## config.mk

```make
export PLATFORM = sky130hd
export DESIGN_NAME = prime_gap_varint_query_unit
export DESIGN_NICKNAME = d
export VERILOG_FILES = /design/src/pgvq_pkg.sv /design/src/pgvq_decode.sv /design/src/pgvq_out_reg.sv /design/src/prime_gap_varint_query_unit.sv
export VERILOG_INCLUDE_DIRS = /design/src /design/src/src
export SDC_FILE = /design/constraint.sdc
export NUM_CORES = 1
export LEC_CHECK = 0
export ABC_AREA = 1
export BUFFER_PORTS_ARGS = -buffer_cell sky130_fd_sc_hd__buf_4
export CAP_MARGIN = 0
export CORE_AREA = 2 2 209 211
export CTS_CLUSTER_DIAMETER = 100
export CTS_CLUSTER_SIZE = 14
export DETAILED_ROUTE_END_ITERATION = 10
export DIE_AREA = 0 0 211 213
export PLACE_DENSITY = 0.81
export SLEW_MARGIN = 20
export SYNTH_ARGS = -nofsm -noshare
export SYNTH_HDL_FRONTEND = slang
export SYNTH_SLANG_ARGS = --single-unit
```

## constraint.sdc

```tcl
create_clock -name clk -period 18.6 [get_ports clk]
set_input_delay 2.79 -clock clk [delete_from_list [all_inputs] [get_ports clk]]
set_output_delay 2.79 -clock clk [all_outputs]
set_load 0.01 [all_outputs]
```

## src/prime_gap_varint_query_unit_macros.svh

```systemverilog
// ----------------------------------------------------------------------------
// Assertion macros for the prime gap varint query unit
// Shared property forms with a clocked, reset-gated body.
// ----------------------------------------------------------------------------
`ifndef PRIME_GAP_VARINT_QUERY_UNIT_MACROS_SVH
`define PRIME_GAP_VARINT_QUERY_UNIT_MACROS_SVH

// Same-cycle implication
`define PGVQ_ASSERT_NOW(label, clk, rst_n, ante, cons, msg) \
	label: assert property (@(posedge clk) disable iff (!rst_n) (ante) |-> (cons)) \
		else $error(msg);

// Next-cycle implication
`define PGVQ_ASSERT_NEXT(label, clk, rst_n, ante, cons, msg) \
	label: assert property (@(posedge clk) disable iff (!rst_n) (ante) |=> (cons)) \
		else $error(msg);

`endif

```

## src/pgvq_pkg.sv

```systemverilog
// ----------------------------------------------------------------------------
// pgvq_pkg
// Word types and constants of the prime gap varint query unit.
// ----------------------------------------------------------------------------
package pgvq_pkg;

	// Stream byte fields
	localparam logic [7:0] DATA_MASK = 8'h7F;
	localparam logic [7:0] MORE_FLAG = 8'h80;

	// Bit offset steps by one varint digit; bit 6 set means past the word
	localparam logic [6:0] OFF_STEP = 7'd7;
	localparam logic [6:0] OFF_CAP  = 7'd70;

	localparam logic [63:0] PRIME_INIT = 64'd2;

	// Query modes
	localparam logic MODE_NTH   = 1'b0;
	localparam logic MODE_INDEX = 1'b1;

	// Result status codes
	localparam logic STATUS_FOUND     = 1'b0;
	localparam logic STATUS_EXHAUSTED = 1'b1;

	// Configuration register indexes
	localparam logic CFG_MODE   = 1'b0;
	localparam logic CFG_TARGET = 1'b1;

	typedef struct packed {
		logic [7:0] gap_byte;
		logic       stream_start;
		logic       stream_end;
	} in_word_t;

	typedef struct packed {
		logic [63:0] answer;
		logic        status;
	} out_word_t;

	// Result handed from the decoder to the output register
	typedef struct packed {
		logic      valid;
		out_word_t word;
	} res_t;

endpackage

```

## src/pgvq_decode.sv

```systemverilog
// ----------------------------------------------------------------------------
// pgvq_decode
// Varint gap assembly, running prime and gap count, and the query test.
// ----------------------------------------------------------------------------
`include "prime_gap_varint_query_unit_macros.svh"

module pgvq_decode (
	input  logic              clk,
	input  logic              arst_n,
	input  logic              take,
	input  pgvq_pkg::in_word_t in_word,
	input  logic              mode,
	input  logic [63:0]       target,
	output pgvq_pkg::res_t    res
);

	logic [63:0] prime_q, count_q, partial_q;
	logic [6:0]  offset_q;
	logic        done_q;

	logic [63:0] prime_d, count_d, partial_d;
	logic [6:0]  offset_d;
	logic        done_d;

	logic [63:0] digit, partial_acc, prime_sum, count_inc;
	logic [6:0]  offset_acc;
	logic        gap_done, met;

	// Digit placement and gap completion
	always_comb begin
		digit       = {56'd0, in_word.gap_byte & pgvq_pkg::DATA_MASK};
		partial_acc = offset_q[6] ? partial_q : (partial_q | (digit << offset_q[5:0]));
		offset_acc  = offset_q[6] ? offset_q : (offset_q + pgvq_pkg::OFF_STEP);
		gap_done    = ~|(in_word.gap_byte & pgvq_pkg::MORE_FLAG);
		prime_sum   = prime_q + partial_acc;
		count_inc   = count_q + 64'd1;
		met         = (mode == pgvq_pkg::MODE_INDEX) ? (prime_sum >= target)
		                                             : (count_inc >= target);
	end

	// Next state and result
	always_comb begin
		prime_d   = prime_q;
		count_d   = count_q;
		partial_d = partial_q;
		offset_d  = offset_q;
		done_d    = done_q;
		res       = '0;
		if (in_word.stream_start) begin
			prime_d   = pgvq_pkg::PRIME_INIT;
			count_d   = '0;
			partial_d = '0;
			offset_d  = '0;
			done_d    = 1'b0;
			if ((mode == pgvq_pkg::MODE_INDEX) ? (target <= pgvq_pkg::PRIME_INIT)
			                                   : (target == 64'd0)) begin
				res.valid       = 1'b1;
				res.word.answer = (mode == pgvq_pkg::MODE_INDEX) ? 64'd0
				                                                 : pgvq_pkg::PRIME_INIT;
				res.word.status = pgvq_pkg::STATUS_FOUND;
				done_d          = 1'b1;
			end else if (in_word.stream_end) begin
				res.valid       = 1'b1;
				res.word.status = pgvq_pkg::STATUS_EXHAUSTED;
				done_d          = 1'b1;
			end
		end else if (!done_q) begin
			partial_d = partial_acc;
			offset_d  = offset_acc;
			if (gap_done) begin
				prime_d   = prime_sum;
				count_d   = count_inc;
				partial_d = '0;
				offset_d  = '0;
			end
			if (gap_done && met) begin
				res.valid       = 1'b1;
				res.word.answer = (mode == pgvq_pkg::MODE_INDEX) ? count_inc : prime_sum;
				res.word.status = pgvq_pkg::STATUS_FOUND;
				done_d          = 1'b1;
			end else if (in_word.stream_end) begin
				res.valid       = 1'b1;
				res.word.status = pgvq_pkg::STATUS_EXHAUSTED;
				done_d          = 1'b1;
			end
		end
	end

	// Query state
	always_ff @(posedge clk or negedge arst_n) begin
		if (!arst_n) begin
			prime_q   <= pgvq_pkg::PRIME_INIT;
			count_q   <= '0;
			partial_q <= '0;
			offset_q  <= '0;
			done_q    <= 1'b0;
		end else if (take) begin
			prime_q   <= prime_d;
			count_q   <= count_d;
			partial_q <= partial_d;
			offset_q  <= offset_d;
			done_q    <= done_d;
		end
	end

	`PGVQ_ASSERT_NOW(a_quiet_after_answer, clk, arst_n,
		take && !in_word.stream_start && done_q, !res.valid,
		"result after query already answered")
	`PGVQ_ASSERT_NEXT(a_end_closes_query, clk, arst_n,
		take && in_word.stream_end, done_q,
		"query still open after stream end")
	`PGVQ_ASSERT_NOW(a_offset_range, clk, arst_n,
		1'b1, !offset_q[6] || offset_q == pgvq_pkg::OFF_CAP,
		"bit offset out of range")

endmodule

```

## src/pgvq_out_reg.sv

```systemverilog
// ----------------------------------------------------------------------------
// pgvq_out_reg
// Result register; holds a word until the consumer takes it.
// ----------------------------------------------------------------------------
`include "prime_gap_varint_query_unit_macros.svh"

module pgvq_out_reg (
	input  logic               clk,
	input  logic               arst_n,
	input  logic               load,
	input  pgvq_pkg::res_t     res,
	output logic               out_valid,
	input  logic               out_ready,
	output pgvq_pkg::out_word_t out_word
);

	logic                valid_q;
	pgvq_pkg::out_word_t word_q;

	// Valid flag
	always_ff @(posedge clk or negedge arst_n) begin
		if (!arst_n) begin
			valid_q <= 1'b0;
		end else if (load) begin
			valid_q <= res.valid;
		end else if (out_ready) begin
			valid_q <= 1'b0;
		end
	end

	// Payload, no reset
	always_ff @(posedge clk) begin
		if (load && res.valid) begin
			word_q <= res.word;
		end
	end

	assign out_valid = valid_q;
	assign out_word  = word_q;

	`PGVQ_ASSERT_NOW(a_no_overwrite, clk, arst_n,
		valid_q && !out_ready, !load,
		"new word loaded over a stalled result")

endmodule

```

## src/prime_gap_varint_query_unit.sv

```systemverilog
// ----------------------------------------------------------------------------
// prime_gap_varint_query_unit
// Decodes a stream of base-128 varint prime gaps, one byte per cycle while
// in_ready is high, and answers either the prime after query_target gaps
// (query_mode 0) or the gap count at which the running prime first reaches
// query_target (query_mode 1). Every accepted byte is handled in the cycle
// it is taken: one 64-bit shift and OR, two 64-bit adds (prime and count)
// and a 64-bit compare close the loop through the query state; a result is
// registered in the cycle after the byte that caused it. in_ready drops
// only while a result sits in the output register and out_ready is low. A
// stream that runs out first gives status 1 with answer 0. Write query_mode
// (index 0) and query_target (index 1) only while no query is in flight.
// ----------------------------------------------------------------------------
module prime_gap_varint_query_unit (
	input  logic                clk,
	input  logic                arst_n,
	input  logic                in_valid,
	output logic                in_ready,
	input  pgvq_pkg::in_word_t  in_word,
	output logic                out_valid,
	input  logic                out_ready,
	output pgvq_pkg::out_word_t out_word,
	input  logic                cfg_we,
	input  logic                cfg_index,
	input  logic [63:0]         cfg_wdata
);

	logic           mode_q;
	logic [63:0]    target_q;
	logic           in_fire;
	pgvq_pkg::res_t res;

	// Configuration registers
	always_ff @(posedge clk or negedge arst_n) begin
		if (!arst_n) begin
			mode_q   <= pgvq_pkg::MODE_NTH;
			target_q <= '0;
		end else if (cfg_we) begin
			unique case (cfg_index)
				pgvq_pkg::CFG_MODE:   mode_q   <= cfg_wdata[0];
				pgvq_pkg::CFG_TARGET: target_q <= cfg_wdata;
				default: ;
			endcase
		end
	end

	// Take a byte whenever the result slot is free or draining
	assign in_ready = !out_valid || out_ready;
	assign in_fire  = in_valid && in_ready;

	pgvq_decode u_decode (
		.clk     (clk),
		.arst_n  (arst_n),
		.take    (in_fire),
		.in_word (in_word),
		.mode    (mode_q),
		.target  (target_q),
		.res     (res)
	);

	pgvq_out_reg u_out_reg (
		.clk       (clk),
		.arst_n    (arst_n),
		.load      (in_fire),
		.res       (res),
		.out_valid (out_valid),
		.out_ready (out_ready),
		.out_word  (out_word)
	);

endmodule
```

# Yosys cells after proc, flatten, opt, wreduce, memory -nomap -nowiden
# Cells that the tools add are included.
op_classes:
  add_sub_neg: 3
  n_mul: 0
  div_mod_pow: 0
  n_lt_le_gt_ge: 3
  n_eq_ne: 3
  shifts: 1
  mux: 31
  n_bitwise: 2
  n_reduce_logical: 13
ops:
  columns: ["operator", "n"]
  rows:
  - ["2-to-1 mux 64 bit", 13]
  - ["2-to-1 mux 66 bit", 2]
  - ["greater-or-equal comparator 64 bit", 2]
  - ["adder 64 x 1 -> 64 bit (second input constant)", 1]
  - ["adder 64 bit", 1]
  - ["<= comparator 64 x 2 -> 1 bit (second input constant)", 1]
  - ["logical NOT 64 bit", 1]
  - ["bitwise OR 64 bit", 1]
  - ["left shift 7 x 6 -> 64 bit", 1]
  - ["2-to-1 mux 7 bit", 4]
  - ["2-to-1 mux 1 bit", 11]
  - ["adder 7 x 3 -> 7 bit (second input constant)", 1]
  - ["AND reduction 2 bit", 3]
  - ["AND reduction 3 bit", 2]
  - ["inequality test 2 bit (second input constant)", 2]
  - ["logical AND 1 bit", 3]
  - ["inequality test 3 bit (second input constant)", 1]
  - ["logical NOT 1 bit", 2]
  - ["2-to-1 mux 2 bit", 1]
  - ["nonzero test 2 bit", 1]
  - ["logical OR 1 bit", 1]
  - ["inverter 1 bit", 1]
word_totals:
  register_bits: 331
  latchBits: 0
  mem_bits_rw: 0
  romBits: 0
  word_cells: 67
  n_memories: 0

# Logic depth before layout (Yosys ltp)
# Gate-level depths: netlist of the first run.
logic_depth:
  word_depth: 11
  depth_mapped: 41

# Cells and area by module
# From an unflattened synthesis of the first run, not the netlist that was laid out.
unflattened:
  hier_cells: 3526
  hier_area_um2: 24621.1
modules_own_cells:
  columns: ["module", "n_inst", "cells_per_inst", "area_per_inst_um2"]
  rows:
  - ["pgvq_decode", 1, 3169, 20030.5]
  - ["prime_gap_varint_query_unit", 1, 286, 2595.0]
  - ["pgvq_out_reg", 1, 71, 1995.7]

# Least setup slack after synthesis of the first run
# OpenSTA, ideal clock, no wires.
synth_path:
  path_kind: "input to register"
  startpoint: "in in_word[7] (netlist bit)"
  endpoint: "reg u_out_reg.word_q (netlist bit u_out_reg.out_word[0]), enable pin"
  setup_time_ns: 0.419
  arrival_time_ns: 7.675
  required_ns: 18.181
  setup_slack_ns: 10.506
  stages: 35
  n_path_buf: 0
  cell_sequence: "or2_1 o21ai_1 nand2_1 nand2_1 nand2_1 o21ai_0 o22ai_1 a21oi_1 inv_1 ha_1 nand2_1 nor2_1 inv_2 nor2_1 inv_1 a21oi_1 nor2_1 nand2_1 nand2_1 nand2_1 nor2_1 or2_1 ha_1 nand2_1 nor4_1 nand3_1 nand3_1 nor2_1 nand2_1 nand3_1 nand2_1 nand2_1 nand2_1 nand2_1 inv_1"
synth_between:
  elab_chain_cells: 11
synth_rtl:
  columns: ["item", "line_no", "source"]
  rows:
  - ["from (decl)", "prime_gap_varint_query_unit.sv:19", "input pgvq_pkg::in_word_t in_word,"]
  - ["left shift 7 x 6 -> 64 bit", "pgvq_decode.sv:32", "partial_acc = offset_q[6] ? partial_q : (partial_q | (digit << offset_q[5:0]));"]
  - ["bitwise OR 64 bit", "pgvq_decode.sv:32", null]
  - ["2-to-1 mux 64 bit", "pgvq_decode.sv:32", null]
  - ["adder 64 bit", "pgvq_decode.sv:35", "prime_sum = prime_q + partial_acc;"]
  - ["greater-or-equal comparator 64 bit", "pgvq_decode.sv:37", "met = (mode == pgvq_pkg::MODE_INDEX) ? (prime_sum >= target)"]
  - ["2-to-1 mux 1 bit", "pgvq_decode.sv:37", null]
  - ["logical AND 1 bit", "pgvq_decode.sv:76", "if (gap_done && met) begin"]
  - ["2-to-1 mux 1 bit", "pgvq_decode.sv:76", null]
  - ["2-to-1 mux 66 bit", "pgvq_decode.sv:67", "end else if (!done_q) begin"]
  - ["2-to-1 mux 66 bit", "pgvq_decode.sv:49", "if (in_word.stream_start) begin"]
  - ["logical AND 1 bit", "pgvq_out_reg.sv:33", "if (load && res.valid) begin"]
  - ["to (signal assigned)", "pgvq_out_reg.sv:34", "word_q <= res.word;"]
  - ["to (decl)", "pgvq_out_reg.sv:18", "pgvq_pkg::out_word_t word_q;"]
# No other way between the ends.
# A chain may end at the register's enable or synchronous reset.

# Worst setup path after layout of the first run
layout_path:
  startpoint: "in in_word[7] (netlist bit)"
  endpoint: "reg u_out_reg.word_q (netlist bit u_out_reg.out_word[13]), data pin"
layout_between:
  elab_chain_cells: 10
  elab_cells_between_ends: 11
  classes_between: "1 x add/sub; 1 x order compare; 1 x shift; 6 x mux; 1 x bitwise; 1 x reduce/logical"
layout_rtl:
  columns: ["item", "line_no"]
  rows:
  - ["left shift 7 x 6 -> 64 bit *", "pgvq_decode.sv:32"]
  - ["bitwise OR 64 bit *", "pgvq_decode.sv:32"]
  - ["2-to-1 mux 64 bit *", "pgvq_decode.sv:32"]
  - ["adder 64 bit *", "pgvq_decode.sv:35"]
  - ["greater-or-equal comparator 64 bit", "pgvq_decode.sv:37"]
  - ["2-to-1 mux 1 bit", "pgvq_decode.sv:37"]
  - ["logical AND 1 bit", "pgvq_decode.sv:76"]
  - ["2-to-1 mux 64 bit *", "pgvq_decode.sv:76"]
  - ["2-to-1 mux 66 bit *", "pgvq_decode.sv:67"]
  - ["2-to-1 mux 66 bit *", "pgvq_decode.sv:49"]
# Every way passes the cells marked *; elsewhere a longest branch is shown, timed or not.

==> results of run 1 <==
-- power by group through the flow --
stage	Clock [mW]	Sequential (mW)	Combinational, mW
final	0.557	0.859	0.808
after global routing	0.587	0.865	0.886
after CTS	0.560	0.857	0.786
after detailed placement	0	0.870	0.776
after global placement	0	0.870	0.761
after floorplan	0	0.845	0.520
-- layer usage --
layer,track usage (%),vias up,wire [um]
met3,3.94,250,7190
met4,21.5,0,5520
met1,52.9,10900,35800
met2,58.2,1232,36600
li1,-,11000,-
met5,0,-,0
-- cells in the final DEF, fill, tap and decap left out, types with 24 or more instances in the layout --
cell and instances:
o21bai_1 45, inv_1 389, nor4_1 28, nand2_1 786
nand3_1 99, a21oi_1 320, inv_2 30, ha_1 193
o22ai_1 38, a21boi_0 33, nand4_1 37, nor2_1 423
o21ai_0 161, edfxtp_1 65, clkbuf_16 27, buf_4 163
a22o_1 24, o21ai_1 30, xor2_1 70, nor3_1 36
dfrtp_1 264
-- worst max path at each step --
stage,endpoint,from,slack (ns)
2_1_floorplan,u_out_reg.out_word[0]$_DFFE_PP_,in_word[7],10.51
3_3_place_gp,u_out_reg.out_word[8]$_SDFFCE_PP0P_,in_word[7],9.65
3_5_place_dp,u_out_reg.out_word[19]$_SDFFCE_PP0P_,in_word[3],9.61
4_1_cts,u_out_reg.out_word[19]$_SDFFCE_PP0P_,in_word[3],10.17
5_1_grt,u_out_reg.out_word[25]$_SDFFCE_PP0P_,in_word[3],9.52
6_report,u_out_reg.out_word[13]$_SDFFCE_PP0P_,in_word[7],9.85
-- per-stage QoR --
stage | hold slack (ns) | cells | cell area, sq um | worst slack, ns
2_1_floorplan | 0.455 | 3285 | 23700 | 10.51
3_3_place_gp | 0.473 | 3903 | 25300 | 9.65
3_5_place_dp | 0.478 | 3903 | 25300 | 9.61
4_1_cts | 0.497 | 3948 | 26100 | 10.17
5_1_grt | 0.518 | 3948 | 26100 | 9.52
6_report | 0.491 | 3948 | 26100 | 9.85
-- state kept, by name, summed over array words and instances (netlist names) --
| signal | count |
|---|---|
| u_decode.count_q | 64 |
| u_out_reg.out_word | 65 |
| u_out_reg.out_valid | 1 |
| u_decode.offset_q | 7 |
| u_decode.done_q | 1 |
| mode_q | 1 |
| target_q | 64 |
| u_decode.partial_q | 64 |
| u_decode.prime_q | 64 |
-- critical path: cells and delay by family --
family / cells / cell delay [ns]
AND/OR/NAND/NOR: 15 / 2.64
AO/OA/AOI/OAI: 9 / 2.27
buffers and inverters: 3 / 0.78
adder cells (fa/ha/maj): 2 / 0.66
-- synthesized netlist by cell type (all sizes together) (9+ instances only) --
cell and instances:
o22ai 38, nor2 436, and2 10, ha 193, nand4 37, nand3 100
o21ai 191, nor4 32, o21a 11, buf 18, nor3 42, clkbuf 74
a21oi 320, a21boi 37, xor2 72, o21bai 45, or2 9, nand2 791
a22o 24, dfrtp 265, edfxtp 65, a211oi 15, inv 419
-- final cells by class --
type                    count  share of cell area (%)
multi-input cells        2442                    50.7
flip-flops and latches    331                    33.0
inverters                 420                    6.04
repair buffers            164                    4.75
clock buffers              43                    2.86
well taps                 546                    2.62
clock inverters             2                  0.0528
-- logic make-up after synthesis --
logic type,Yosys count,synth area share (%)
AO/OA/AOI/OAI,703,16.8
multiplexers,3,0.127
adder cells (fa/ha/maj),194,10.3
buffers and inverters,512,8.15
XOR/XNOR,73,2.76
flip-flops,331,36.3
AND/OR/NAND/NOR,1469,25.6
==> impl_metrics.csv, run 1 <==
group,metric,value,unit
global_routing,grt_max_degree,123,
critical_path,cpMaxStageDelayCell,"nand4_1",
power_and_ir_drop,p_per_area,85.3,nW/um^2
timing,rsz0062_at_grt,"no",
yosys,synth-main-ff-cell,"dfrtp_1",
finish,final_net_count,3660,
routing,drc,0,
power_and_ir_drop,seqPwrFrac,38.6,%
die,ios,147,
worst_hold_path,hold_end,"u_decode.prime_q[52]$_DFFE_PN0P_",
timing,fin_skew,0.0299,ns
power_and_ir_drop,p_leak,12.6,nW
die,die_area,44900,sq um
global_routing,grt_first_pass_wirelength,129000,um
finish,area_delta_synth_final,9.89,%
yosys,seq_area_frac_synth,36.3,%
yosys,netlist_area,23700,sq um
yosys,yosysTopAreaCellShare,27.9,%
cts,root_buffer,"clkbuf_16",
yosys,netlist_instances,3285,
flow_run,max_cap_viol_count,0,
routing,drt_wl_total,85100,um
timing,tightestPinTransition,1.14,ns
yosys,synth.net_count,3559,
yosys,yosys.cell_types.count,54,
yosys,yosys_warnings,0,
critical_path,crit_type,"input pin to flip-flop",
placement,io_buffers,146,
yosys,async_reset_ff_share,80.4,%
yosys,synthTopCellsByArea,"dfrtp_1 (28%), nand2_1 (12%), ha_1 (10%), edfxtp_1 (8.2%), a21oi_1 (6.7%)",
worst_hold_path,hold_path.class,"flip-flop to flip-flop",
finish,drive_gt1_share,7.85,%
global_routing,grt_use_total,38.0,%
die,die_w,211,um
timing,timing.fmax,114,MHz
finish,multi_input_area,13200,sq um
timing,slew_headroom,23.4,%
critical_path,r2r-start,"u_decode.offset_q[0]$_DFFE_PN0P_",
routing,vias_per_cell,5.93,
cts,cts_sinks,331,
routing,wire_per_inst,21.6,um
cts,clockBufferDepth,3,
power_and_ir_drop,swShare,40.6,%
finish,fillerInstances,4029,
timing,fin_crit_sh,47.0,%
critical_path,critPathLaunchType,"input pin",
cts,h-tree-depth,1,
finish,layout.area.seq,8610,sq um
cts,numCtsBuffers,27,
critical_path,critPathRequiredTime,19.00,ns
worst_hold_path,hold_start,"u_decode.prime_q[52]$_DFFE_PN0P_",
critical_path,r2r_cells,28,
cts,post-cts-setup-buffer-count,0,
power_and_ir_drop,switching_power,904,uW
routing,first_pass_iters,7,
die,die_y,213,um
finish,antenna_cells,0,
finish,utilization,61.1,%
placement,hpwl,66200,um
critical_path,crit_path_max_fanout,25,
routing,ant_nets,0,
yosys,synth-edff-count,65,
timing,maxSlewViolCount,0,
global_routing,grt_pass1_vias,22300,
critical_path,cp-end-kind,"flip-flop",
worst_hold_path,hold_depth,2,
cts,cts_resized,0,
cts,clkLatencyLatePin,0.61,ns
die,row_count,76,
routing,drt-initial-drc-count,3027,
yosys,synth-seq-cells,331,
cts,hold_buffers,0,
placement,routabilityCongestion,1.07,
power_and_ir_drop,p_int,1.32,mW
critical_path,r2r_end,"u_out_reg.out_word[13]$_SDFFCE_PP0P_",
critical_path,crit_top_cell,"nand2_1",
power_and_ir_drop,combinationalPowerShare,36.3,%
global_routing,grt_remaining_overflow,0,
die,initial_core_util,55.6,%
routing,vias,23400,
power_and_ir_drop,clockPowerShare,25.1,%
cts,tritoncts,"built",
power_and_ir_drop,peakVddDrop,68.3,uV
timing,hold_viol_final,0,
timing,period_needed,8.75,ns
die,core,42700,sq um
critical_path,critPathArrivalTime,9.15,ns
timing,setup_violations,0,
cts,clk_pin_slew_worst_paths,0.07,ns
global_routing,antenna_found_initial,0,
yosys,yosys.area.top_type,"dfrtp_1",
power_and_ir_drop,total_power,2.22,mW
critical_path,cp_slowest_stage_delay,0.87,ns
critical_path,r2r_slack,11.49,ns
run_status,outcome,"completed",
timing,fin_tns_setup,0,ns
yosys,syn_avg_cell_area,7.23,sq um
No activity file was read; power rests on OpenSTA's default activity.
==> inputs of run 2 (changes only) <==
- clock period: 18.6 -> 8.98 ns (I/O delays scaled with it)
==> run 2 against run 1 <==
  * Clock skew increased by 0.013 ns
  * Clock power increased by 110%
  * Largest power group unchanged
  * Critical path type unchanged
  * Sequential cell count unchanged
  * Sequential power increased by 110%
==> impl_metrics.csv, run 2 (synthesis gave the netlist of run 1 again) <==
group,metric,value,unit
timing,rsz0062_at_grt,"no",
timing,worst_slack,2.02,ns
timing,fin_crit_sh,77.5,%
cts,clockBufferDepth,3,
worst_hold_path,hold_path.class,"flip-flop to flip-flop",
routing,ant_nets,0,
flow_run,max_cap_viol_count,0,
finish,final_common_cell,"nand2_1",
critical_path,cpMaxStageDelayCell,"a21oi_1",
critical_path,critPathArrivalTime,7.22,ns
critical_path,crit_top_cell,"nand2_1",
cts,hold_buffers,0,
placement,hpwl,65600,um
critical_path,cp-end-kind,"flip-flop",
timing,maxSlewViolCount,0,
cts,h-tree-depth,1,
die,initial_core_util,55.6,%
global_routing,grt_max_degree,83,
die,row_count,76,
cts,post-cts-setup-buffer-count,0,
cts,cts_resized,0,
finish,final_net_count,3665,
routing,drc,0,
timing,period_needed,6.96,ns
power_and_ir_drop,peakVddDrop,149,uV
placement,io_buffers,146,
run_status,outcome,"completed",
timing,slew_headroom,30.7,%
finish,final_cell_mix,"nand2_1 (786), nor2_1 (423), inv_1 (389), a21oi_1 (320), dfrtp_1 (264)",
critical_path,crit_path_max_fanout,48,
timing,setup_violations,0,
timing,tightestPinTransition,1.04,ns
global_routing,grt_use_total,37.1,%
critical_path,r2r_slack,2.14,ns
die,ios,147,
placement,dp_cells,3908,
finish,antenna_cells,0,
timing,whs,0.501,ns
cts,cts_sinks,331,
global_routing,grt_remaining_overflow,0,
die,die_w,211,um
finish,largest_register_ffs,65,
finish,final_cells,3952,
critical_path,critPathRequiredTime,9.24,ns
power_and_ir_drop,p_leak,12.7,nW
critical_path,r2r-start,"u_decode.offset_q[2]$_DFFE_PN0P_",
routing,vias_per_cell,5.90,
global_routing,grt_first_pass_wirelength,126000,um
worst_hold_path,hold_start,"u_decode.prime_q[52]$_DFFE_PN0P_",
timing,timing.fmax,144,MHz
global_routing,grt_pass1_vias,21900,
timing,fin_tns_setup,0,ns
routing,wire_per_inst,21.0,um
critical_path,crit_type,"input pin to flip-flop",
routing,drt-initial-drc-count,2911,
cts,root_buffer,"clkbuf_16",
critical_path,cp_slowest_stage_delay,0.47,ns
global_routing,antenna_found_initial,1,
placement,preCtsSetupSlack,1.80,ns
routing,first_pass_iters,6,
finish,area_delta_synth_final,10.1,%
die,die_area,44900,sq um
finish,utilization,61.2,%
routing,drt_wl_total,83100,um
placement,routabilityCongestion,1.09,
critical_path,crit_path_start,"in_word[2]",
cts,tritoncts,"built",
die,die_y,213,um
die,core,42700,sq um
cts,clk_pin_slew_worst_paths,0.07,ns
finish,drive_gt1_share,7.96,%
critical_path,critPathLaunchType,"input pin",
power_and_ir_drop,p_per_area,174,nW/um^2
timing,fin_skew,0.0428,ns
timing,hold_viol_final,0,
cts,clkLatencyLatePin,0.62,ns
routing,vias,23300,
cts,numCtsBuffers,27,
run 2: cell count changes in the layout (fill, tap and decap cells not counted):
cell and change:
inv_16 +1, clkinv_2 -1, clkbuf_8 -1, buf_12 +1, buf_4 +4, clkinvlp_4 +1
inv_6 -1
run 2: cell type report:
type	count	area, sq um
sequential	331	8610
timing repair buffer	169	1290
clock inverter	2	27.5
inverter	420	1580
fill	3982	16600
clock buffer	42	732
multi-input combinational	2442	13200
tap	546	683
run 2: per-stage QoR:
step / instance area, sq um / total power, mW
3_5_place_dp: 25400 / 3.38
4_1_cts: 26100 / 4.52
2_1_floorplan: 23700 / 2.83
3_3_place_gp: 25400 / 3.35
5_1_grt: 26100 / 4.80
6_report: 26100 / 4.55
run 2: final timing paths:
kind / endpoint / cells after the start
max: u_out_reg.out_word[53]$_SDFFCE_PP0P_ / 38
min: u_decode.prime_q[52]$_DFFE_PN0P_ / 2
max reg2reg: u_out_reg.out_word[53]$_SDFFCE_PP0P_ / 34
min reg2reg: u_decode.prime_q[52]$_DFFE_PN0P_ / 2
max in group asynchronous: u_decode.count_q[54]$_DFFE_PN0P_ / 2
min in group asynchronous: u_decode.partial_q[3]$_DFFE_PN0P_ / 1
run 2: per-layer routing:
metal  part of all wire [%]  routed length [um]  global-route usage, %  up-vias
met3                    8.4                7000                   5.53      230
li1                       -                   -                      -    11100
met1                     42               34700                   50.1    10900
met2                     43               36100                   57.8     1117
met5                      0                   0                      0        -
met4                    6.5                5370                   20.2        0
run 2: critical path, delay by kind of cell:
kind / cells / cell delay [ns]
adders and majority gates: 2 / 0.67
buffers and inverters: 10 / 1.48
AOI/OAI and AO/OA: 4 / 1.28
and+or+nand+nor: 22 / 2.39
run 2: where the power goes:
group / internal [mW] / switching (mW)
sequential: 1.66 / 0.114
clock: 0.560 / 0.587
combinational: 0.504 / 1.13
total: 2.72 / 1.83
